`config.mk`:
```
export PLATFORM = sky130hd
export DESIGN_NAME = shoe_fifo
export DESIGN_NICKNAME = d
export VERILOG_FILES = /design/src/rtl/shoe_pkg.sv /design/src/rtl/shoe_fifo.sv
export SDC_FILE = /design/constraint.sdc
export NUM_CORES = 1
export LEC_CHECK = 0
export BUFFER_PORTS_ARGS = -buffer_cell sky130_fd_sc_hd__buf_2
export CORE_MARGIN = 10
export CORE_UTILIZATION = 50
export CTS_BUF_LIST = sky130_fd_sc_hd__clkbuf_2
export DETAILED_ROUTE_END_ITERATION = 10
export PLACE_DENSITY = 0.71
export SLEW_MARGIN = 20
export SYNTH_ARGS = -nofsm -noshare
export SYNTH_HDL_FRONTEND = slang
export SYNTH_SLANG_ARGS = --single-unit
```
`constraint.sdc`:
```
create_clock -name clock -period 3.5 [get_ports clock]
set_clock_uncertainty 0.15 [all_clocks]
set_input_delay 0.35 -clock clock [delete_from_list [all_inputs] [get_ports clock]]
set_output_delay 0.35 -clock clock [all_outputs]
set_load 0.03 [all_outputs]
```
`src/rtl/shoe_pkg.sv`:
```
package shoe_pkg;

   // Coordinate width used for the arithmetic; the port fields stay 32 bits.
   localparam int COORD_WIDTH = 32;
   localparam int XY_W        = 32;
   localparam int REQ_W       = 2 * XY_W;

   // Cross products, cross terms and the running sum.
   localparam int PROD_W  = 2 * COORD_WIDTH;
   localparam int TERM_W  = PROD_W + 1;
   localparam int SUM_W   = 64;
   localparam int WIDE_W  = SUM_W + 2;
   localparam int AEXT_W  = WIDE_W - SUM_W;
   localparam int TEXT_W  = WIDE_W - TERM_W;

   // Result fields.
   localparam int AREA_W  = 63;
   localparam int UNIT_W  = 2;
   localparam int SEL_W   = 3;
   localparam int RSP_W   = 2 * AREA_W + UNIT_W;
   localparam int USER_W  = 2;
   localparam int CSR_W   = 8;
   localparam int FRAC_W  = 16;

   typedef enum logic [UNIT_W-1:0] {
      UNIT_M2  = 2'd0,
      UNIT_ARE = 2'd1,
      UNIT_HA  = 2'd2,
      UNIT_KM2 = 2'd3
   } unit_type;

   // Automatic unit thresholds in Q.16 square metres.
   localparam logic [AREA_W-1:0] LIM_ARE = AREA_W'(64'd100 << FRAC_W);
   localparam logic [AREA_W-1:0] LIM_HA  = AREA_W'(64'd1000 << FRAC_W);
   localparam logic [AREA_W-1:0] LIM_KM2 = AREA_W'(64'd1000000 << FRAC_W);

   // Digit-serial division by an odd constant, one 12-bit digit per two stages.
   localparam int DIG_W       = 12;
   localparam int NUM_DIG     = 6;
   localparam int DIV_W       = DIG_W * NUM_DIG;
   localparam int REM_W       = 14;
   localparam int T_W         = REM_W + DIG_W;
   localparam int RECIP_W     = 28;
   localparam int RECIP_SHIFT = 32;
   localparam int PRODR_W     = T_W + RECIP_W;
   localparam int SHIFT_W     = 3;

   // Queue between the front and the back.
   localparam int FIFO_DEPTH = 4;
   localparam int FIFO_PTR_W = 2;
   localparam int FIFO_CNT_W = 3;

   typedef struct packed {
      logic [SUM_W-1:0] sum;
      logic             ovf;
   } sat_sum_type;

   // One finished polygon, handed from the front to the back.
   typedef struct packed {
      logic [SUM_W-1:0] sum;
      logic             sat;
      logic             few;
   } poly_sum_type;

   typedef struct packed {
      logic full;
      logic empty;
   } fifo_stat_type;

   // Adds a cross term to the sum exactly and clamps to the signed 64-bit range.
   function automatic sat_sum_type sat_add(input logic [SUM_W-1:0] acc,
                                           input logic [TERM_W-1:0] term);
      logic [WIDE_W-1:0] wide;
      sat_sum_type       res;
      wide = {{AEXT_W{acc[SUM_W-1]}}, acc} + {{TEXT_W{term[TERM_W-1]}}, term};
      if (wide[WIDE_W-1:SUM_W-1] == '0 || wide[WIDE_W-1:SUM_W-1] == '1) begin
         res.sum = wide[SUM_W-1:0];
         res.ovf = 1'b0;
      end else begin
         res.ovf = 1'b1;
         res.sum = wide[WIDE_W-1] ? {1'b1, {(SUM_W-1){1'b0}}}
                                  : {1'b0, {(SUM_W-1){1'b1}}};
      end
      return res;
   endfunction

   // Power-of-two part of each unit factor.
   function automatic logic [SHIFT_W-1:0] unit_shift(input unit_type unit);
      case (unit)
         UNIT_ARE: return SHIFT_W'(2);
         UNIT_HA:  return SHIFT_W'(4);
         UNIT_KM2: return SHIFT_W'(6);
         default:  return SHIFT_W'(0);
      endcase
   endfunction

   // Odd part of each unit factor: 100 = 4*25, 10000 = 16*625, 1000000 = 64*15625.
   function automatic logic [REM_W-1:0] unit_odd(input unit_type unit);
      case (unit)
         UNIT_ARE: return REM_W'(25);
         UNIT_HA:  return REM_W'(625);
         UNIT_KM2: return REM_W'(15625);
         default:  return REM_W'(1);
      endcase
   endfunction

   // floor(2^32 / odd part); the estimate it gives is low by at most one.
   function automatic logic [RECIP_W-1:0] unit_recip(input unit_type unit);
      case (unit)
         UNIT_ARE: return RECIP_W'(171798691);
         UNIT_HA:  return RECIP_W'(6871947);
         UNIT_KM2: return RECIP_W'(274877);
         default:  return RECIP_W'(0);
      endcase
   endfunction

endpackage

```
`src/rtl/shoe_fifo.sv`:
```
module shoe_fifo import shoe_pkg::*; (
   input  logic          clock,
   input  logic          reset,
   input  logic          push_valid,
   input  poly_sum_type  push_data,
   input  logic          pop,
   output poly_sum_type  pop_data,
   output fifo_stat_type fifo_stat
);

   poly_sum_type            mem_ff [FIFO_DEPTH];
   logic [FIFO_PTR_W-1:0]   wr_ptr_ff, wr_ptr_in;
   logic [FIFO_PTR_W-1:0]   rd_ptr_ff, rd_ptr_in;
   logic [FIFO_CNT_W-1:0]   count_ff, count_in;
   logic                    do_push;
   logic                    do_pop;

   assign fifo_stat.full  = (count_ff == FIFO_CNT_W'(FIFO_DEPTH));
   assign fifo_stat.empty = (count_ff == '0);

   assign do_push = push_valid && !fifo_stat.full;
   assign do_pop  = pop && !fifo_stat.empty;

   assign pop_data = mem_ff[rd_ptr_ff];

   // Pointer and fill count update.
   always_comb begin
      wr_ptr_in = do_push ? wr_ptr_ff + 1'b1 : wr_ptr_ff;
      rd_ptr_in = do_pop ? rd_ptr_ff + 1'b1 : rd_ptr_ff;
      count_in  = count_ff;
      if (do_push && !do_pop) begin
         count_in = count_ff + 1'b1;
      end else if (do_pop && !do_push) begin
         count_in = count_ff - 1'b1;
      end
   end

   always_ff @(posedge clock) begin
      if (reset) begin
         wr_ptr_ff <= '0;
         rd_ptr_ff <= '0;
         count_ff  <= '0;
      end else begin
         wr_ptr_ff <= wr_ptr_in;
         rd_ptr_ff <= rd_ptr_in;
         count_ff  <= count_in;
      end
   end

   // Entry storage needs no reset.
   always_ff @(posedge clock) begin
      if (do_push) begin
         mem_ff[wr_ptr_ff] <= push_data;
      end
   end

endmodule

```
[Word-level counts from Yosys, hierarchy flattened]
Memories as Yosys holds them, arrays and structs flattened. A register that Yosys moved wholly into a read port is not among the register bits.
Index checks and enable logic that the tools add are counted.
W data, S select, Z words.
Operators by class
  add/subtract/negate cells: 4
  equality and inequality tests: 1
  mux-type cells: 6
  reduce and logical (&&, ||, !) cells: 10
Operators by type and width (number)
  $mux W3: 2
  $add A2 B1 Y2 const B: 2
  $logic_and A1 B1 Y1: 4
  $logic_not A1 Y1: 4
  $mux W2: 2
  $add A3 B1 Y3 const B: 1
  $eq A3 B3 Y1 const B: 1
  $logic_not A3 Y1: 1
  $sub A3 B1 Y3 const B: 1
  $mux W1: 2
  $reduce_bool A2 Y1: 1
Word-level totals
  register bits after elaboration: 7
  bits in writable memories: 264
  input port bits: 70
  output and inout bits: 68
  logic and storage cells: 25
  memories kept: 1
Memories
  mem_ff: depth 4, bits a word 66, rd ports 1, clocked after Yosys merged registers in 1, write ports 1, RTL line shoe_fifo.sv:11  | poly_sum_type mem_ff [FIFO_DEPTH];

[Depth between registers and ports, before layout]
Gate-level depths: netlist of the first run.
  word-level depth: 7
  depth in mapped cells: 8

[Worst setup path after synthesis of the first run]
OpenSTA, ideal clock, no wires.
  kind: register to register
  from: register count_ff[0]
  to: memory mem_ff[0][0] (netlist bit), enable pin
  data arrival time: 2.452 ns
  slack: 0.466 ns
  cell stages (with the launch flop): 4
  buffers on the path: 0
  period minus slack after synthesis: 3.034 ns
  cell sequence: dfxtp_1 > nor3b_2 > nor2_1 > and2_1
RTL lines
  start, declared: RTL line shoe_fifo.sv:14  | logic [FIFO_CNT_W-1:0] count_ff, count_in;
  start signal, assigned: RTL line shoe_fifo.sv:46  | count_ff <= count_in;
  end, declared: RTL line shoe_fifo.sv:11

==> metrics.txt, run 1 <==
Max Fclk between 0.3 and 0.4 GHz; 1st-iter DRT viols ~280; hold endpoint mem_ff[2][5]$_DFFE_PP_; max_slew headroom about a third; H-Tree Depth 3; post-synthesis async set-or-reset flop share 0%; Initial DRT Pass Iterations 4; final setup TNS 0 ns; worst r2r src count_ff[0]$_SDFFE_PP0P_; IO Port Bufs ~140; area of the die about 26000 sq um; share of layout cells above drive strength 1 between 40% and 50%; Mapped Area 9980 sq um; Mean Syn Cell Area between 20 and 30 sq um; crit path time final 3.14 ns; Synth Instances roughly 390; Resized cells post-CTS 0; pwr dens about 700 nW/um^2; largest net degree at the start of global routing between 60 and 70; multiplexer area fraction after synthesis roughly 15%; post-CTS setup buffer count 0; Starting Density 51.1%; post-synthesis adder-cell area fraction less than 1%; Final Hold Viols 0; crit path kind reg2out; die width roughly 160 um; Max VDD drop about 0.45 mV; Routed WL roughly 20000 um; FF+latch count, synth 273; vias in the first global route 5766; Post-route DRC 0; Post-synth top flop edfxtp_1; sequential share of the synthesized area 81.2%; RSZ-0062 raised after global routing false; RePlAce Congestion around 0.74; syn_nets between 400 and 500; Bufs on Longest Clock Path 3; combinational family with the most area after synthesis multiplexers; Total GRT Usage between 10% and 20%; clock transition at the registers of the reported paths around 0.090 ns; M1 wire length 8010 um; area post-placement approximately 11000 sq um; Crit. End Element primary output; clk sink count approximately 270; DR vias/cell roughly 5.2; Tcrit/Tclk final between 80% and 90%; first-pass GRT wire length 31500 um; CTS root buf clkbuf_2; Hold Crit Start push_data[5]; DR top layer met4; hold path depth 2; cell row count 51; Area growth syn-to-layout 23.3%; Inst Count DP roughly 790; max-slew violations 0; Post-Layout Cell Count 965; synth warn 0; Worst Path Arrival 2.64 ns; xor-xnor portion of the synthesized cell area 0.351%; Final Setup Violations 0; Skew-Pair Late Insertion Delay between 0.7 and 0.8 ns; ANT nets after route 0; CTS tree done; FF-to-FF path depth 8; worst path buffer plus inverter count 2; wire length on met3 1440 um; Worst path max stage delay between 0.7 and 0.8 ns; Worst-Margin Slew around 0.99 ns; Met2 Routed Length about 10000 um; core box area 19500 sq um; Stages on worst setup path 3; simple-gate share of the synthesized area less than 1%; Ports around 140; mean routed wirelength per cell 20.6 um; Chip Height ~160 um; Overflow after GRT 0; total design power around 8600 uW; hold buffer count at CTS 70; outcome finished, final reports clean; WP data required about 3 ns; worst min path class in2reg; CP startpoint kind register; Antenna Cells 0; hpwl dp 11400 um; Worst R2R Setup Slack between 0.9 and 1 ns; CP Cell Sequence buf_4 > mux4_2 > buf_2; R2R Path End count_ff[2]$_SDFFE_PP0P_; Synth Area in Compound Gates less than 1%; via count a little over 5000; CP top delay family flip-flops; Finished Cell Area roughly 12000 sq um; crit-path max FO 27; static leakage between 0.004 and 0.005 uW; Yosys cell types 22; TritonCTS Buffers 68; Worst path slowest cell dfxtp_4; Max Cap Violations 0; initial antenna violation count 0; Post-synth EDFFs 264; Final nets around 740
-- registers in the layout, indices dropped and copies added, names as in the netlist, named ones only --
signal	flops
count_ff	3
wr_ptr_ff	2
mem_ff	264
rd_ptr_ff	2
-- per-stage QoR --
stage / utilization, % / hold WS [ns] / setup slack (ns)
floorplan: - / 0.299 / 0.466
global placement: 56.5 / 0.347 / 1.12
detailed placement: 56.5 / 0.375 / 0.950
CTS: 63.0 / 0.0628 / 0.201
global route: 63.0 / 0.0767 / 0.106
finish: 63.0 / 0.157 / 0.359
-- report_power, final --
group	switching, uW	leakage (uW)	internal (uW)
Combinational	1480	0.00137	1000
Clock	1140	0.000455	880
Sequential	225	0.00249	3930
-- layout by cell type (no fill, tap or decap), types with 2 or more instances in the layout --
master           n
a21oi_1          2
and2_4           4
buf_12           5
buf_2          137
buf_4            2
bufinv_16        2
clkbuf_2        98
clkinv_1         7
dfxtp_1          7
dfxtp_4          2
dlygate4sd3_1   70
edfxtp_1       264
ha_1             5
inv_1            4
inv_2            2
mux2i_1          2
mux4_2          66
nand2b_1         2
nor2_1           6
o21ai_0          2
or3_1            2
xor2_1           4
-- synth_stat cells, types with 3 or more instances --
cell | count | area share, %
edfxtp_1 | 264 | 79
mux4_2 | 66 | 15
dfxtp_1 | 9 | 1.8
nor2_1 | 6 | 0.23
buf_2 | 5 | 0.25
buf_6 | 5 | 0.56
ha_1 | 5 | 0.63
and2_1 | 4 | 0.25
inv_1 | 4 | 0.15
xor2_1 | 4 | 0.35
clkbuf_1 | 3 | 0.11
-- routing by layer --
metal  vias to the layer above  GRT usage (%)
met5                         -              0
met2                       194           25.7
met4                         0           6.29
met1                      2568           18.3
li1                       2255              -
met3                        26           5.72
-- worst register-to-register path, cell delays in order, from the launching register on --
cell and delay, ns:
dfxtp_1 0.48, nor3b_2 0.10, nor2_1 0.39, ha_1 0.28
inv_1 0.07, fa_1 0.38, xor2_1 0.19, or3_1 0.32
a21oi_1 0.14
-- how the worst max path moves through the flow --
stage	slack (ns)	end	startpoint
final	0.36	pop_data[33]	register
after global placement	1.12	pop_data[34]	register
after CTS	0.20	pop_data[38]	register
after floorplan	0.47	mem_ff[0][0]$_DFFE_PP_	count_ff[0]$_SDFFE_PP0P_
after detailed placement	0.95	count_ff[2]$_SDFFE_PP0P_	count_ff[0]$_SDFFE_PP0P_
after global routing	0.11	pop_data[38]	register
-- area by class of cell --
cell class                      instances  area [sq um]
Timing Repair Buffer                  214          1500
Sequential cell                       273          8120
Tap cell                              265           332
Multi-Input combinational cell        100          1760
Clock inverter                         11          93.8
Clock buffer                           98           490
Fill cell                            1399          7220
Inverter                                4          15.0
-- kinds of logic (layout without fill, tap and decap cells) --
| group | after synthesis | count (layout) |
|---|---|---|
| buffers and inverters | 19 | 327 |
| AOI/OAI and AO/OA | 6 | 6 |
| DFF | 273 | 273 |
| and+or+nand+nor | 16 | 16 |
| xor gates and xnor gates | 4 | 4 |
| muxes | 68 | 68 |
| adders and majority gates | 6 | 6 |
(Power assumes the default switching activity.)
==> inputs of run 2 (changes only) <==
--- a/config.mk
+++ b/config.mk
@@ -5,12 +5,10 @@
 export SDC_FILE = /design/constraint.sdc
 export NUM_CORES = 1
 export LEC_CHECK = 0
-export BUFFER_PORTS_ARGS = -buffer_cell sky130_fd_sc_hd__buf_2
-export CORE_MARGIN = 10
 export CORE_UTILIZATION = 50
 export CTS_BUF_LIST = sky130_fd_sc_hd__clkbuf_2
 export DETAILED_ROUTE_END_ITERATION = 10
-export PLACE_DENSITY = 0.71
+export DONT_BUFFER_PORTS = 1
 export SLEW_MARGIN = 20
 export SYNTH_ARGS = -nofsm -noshare
 export SYNTH_HDL_FRONTEND = slang
==> constraint.sdc (replaced) <==
create_clock -name clock -period 3.5 [get_ports clock]
set_clock_uncertainty 0.15 [all_clocks]
set_input_delay 1.05 -clock clock [delete_from_list [all_inputs] [get_ports clock]]
set_output_delay 1.05 -clock clock [all_outputs]
set_load 0.03 [all_outputs]
==> metrics.txt, run 2 (same netlist as run 1, synthesis figures left out) <==
Crit. End Element primary output; largest net degree at the start of global routing 37; Bufs on Longest Clock Path 3; Ports around 140; Fill cells 1528; pwr dens between 700 and 800 nW/um^2; Skew-Pair Late Insertion Delay ~0.7 ns; CTS tree done; FF-to-FF path depth 8; final setup TNS 0 ns; CTS root buf clkbuf_2; Max Fclk 0.304 GHz; first-pass GRT wire length 25300 um; Tcrit/Tclk final ~94%; RePlAce Congestion 0.714; largest registers mem_ff x264, count_ff x3; Overflow after GRT 0; H-Tree Depth 3; via count 4174; Final nets approximately 530; Max Cap Violations 0; WP data required around 2.3 ns; multi-input logic area 1760 sq um; storage element area between 8000 and 9000 sq um; cell row count just over 50; DR vias/cell approximately 5.4; max-slew violations 0; TritonCTS Buffers 66; vias in the first global route 4650; 1st-iter DRT viols roughly 180; worst min path class in2reg; mean routed wirelength per cell between 20 and 25 um; clk sink count approximately 270; RSZ-0062 raised after global routing false; clock transition at the registers of the reported paths roughly 0.10 ns; ANT nets after route 0; initial antenna violation count 1; max_slew headroom between 50 and 60%; Finished Cell Area ~11000 sq um; most common cell after layout, fill and taps aside edfxtp_1; outcome finished, final reports clean; core box area 19500 sq um; crit-path max FO 21; Chip Height around 140 um; Worst-Margin Slew 0.647 ns; post-CTS setup buffer count 0; commonest non-fill, non-tap cells in the layout 264 x edfxtp_1, 97 x clkbuf_2, 66 x mux4_2; area post-placement about 10000 sq um; Area growth syn-to-layout 9.77%; die width about 140 um; Resized cells post-CTS 0; share of layout cells above drive strength 1 between 30% and 40%; Final Hold Viols 0; CP startpoint kind register; WHS roughly 0.23 ns; max FFs per register 264; crit path kind reg2out; Routed WL ~17000 um; Total GRT Usage between 10% and 20%; area of the die around 20000 sq um; crit path time final around 3.3 ns; hpwl dp slightly below 10000 um; IO Port Bufs 0; hold path depth 1; Biggest register mem_ff; Starting Density 51.1%; Max VDD drop around 0.45 mV; static leakage approximately 0.0035 uW; Post-route DRC 0; Initial DRT Pass Iterations 4; Worst Path Arrival 2.09 ns; Worst R2R Setup Slack roughly 0.96 ns; Final Setup Violations 0; hold buffer count at CTS 0
[run 2: cell count changes in the layout (fill, tap and decap cells not counted), sizes merged]
cell,delta
clkbuf,-1
bufinv,-2
diode,+2
buf,-131
clkinv,+6
dlygate4sd3,-70
[run 2: metal layers]
metal / part of all wire, % / up-vias / track usage (%)
met3: 10 / 18 / 7.98
li1: - / 1840 / -
met4: 1.6 / 0 / 7.89
met5: 0 / - / 0
met1: 37 / 2171 / 19.0
met2: 51 / 145 / 28.2
[run 2: area by class of cell]
class	count	share of cell area, %
clock buffers	97	4.43
diodes	2	0.0457
well taps	265	3.03
multi-input cells	100	16.1
flip-flops and latches	273	74.1
repair buffers	13	1.69
inverters	4	0.137
clock inverters	15	0.525
[run 2: report_power, final]
part / switching [uW] / internal, uW / leakage (uW) / total [uW]
clock: 1120 / 732 / 0.000434 / 1860
combinational: 1420 / 737 / 0.000577 / 2160
sequential: 104 / 3930 / 0.00249 / 4030
total: 2650 / 5400 / 0.00351 / 8050
[run 2: worst max-delay path, cell delays in order, from the launching register on]
cell and delay [ns]:
dfxtp_4 0.52, buf_4 0.37, mux4_2 0.49
[run 2: worst paths after layout]
kind	start	to
setup / recovery	register	pop_data[29]
setup reg to reg	count_ff[0]$_SDFFE_PP0P_	count_ff[2]$_SDFFE_PP0P_
hold / removal	reset	count_ff[2]$_SDFFE_PP0P_
hold reg to reg	wr_ptr_ff[1]$_SDFFE_PP0P_	wr_ptr_ff[1]$_SDFFE_PP0P_
[run 2: metrics by stage]
stage | utilization [%] | total power, uW | instances | setup slack (ns)
finish | 56.1 | 8050 | 769 | 0.212
global route | 56.1 | 8470 | 769 | 0.0441
CTS | 56.1 | 8200 | 767 | 0.0663
detailed placement | 53.3 | 6320 | 655 | 0.546
global placement | 53.3 | 6300 | 655 | 0.591
floorplan | - | 5960 | 392 | 0.692
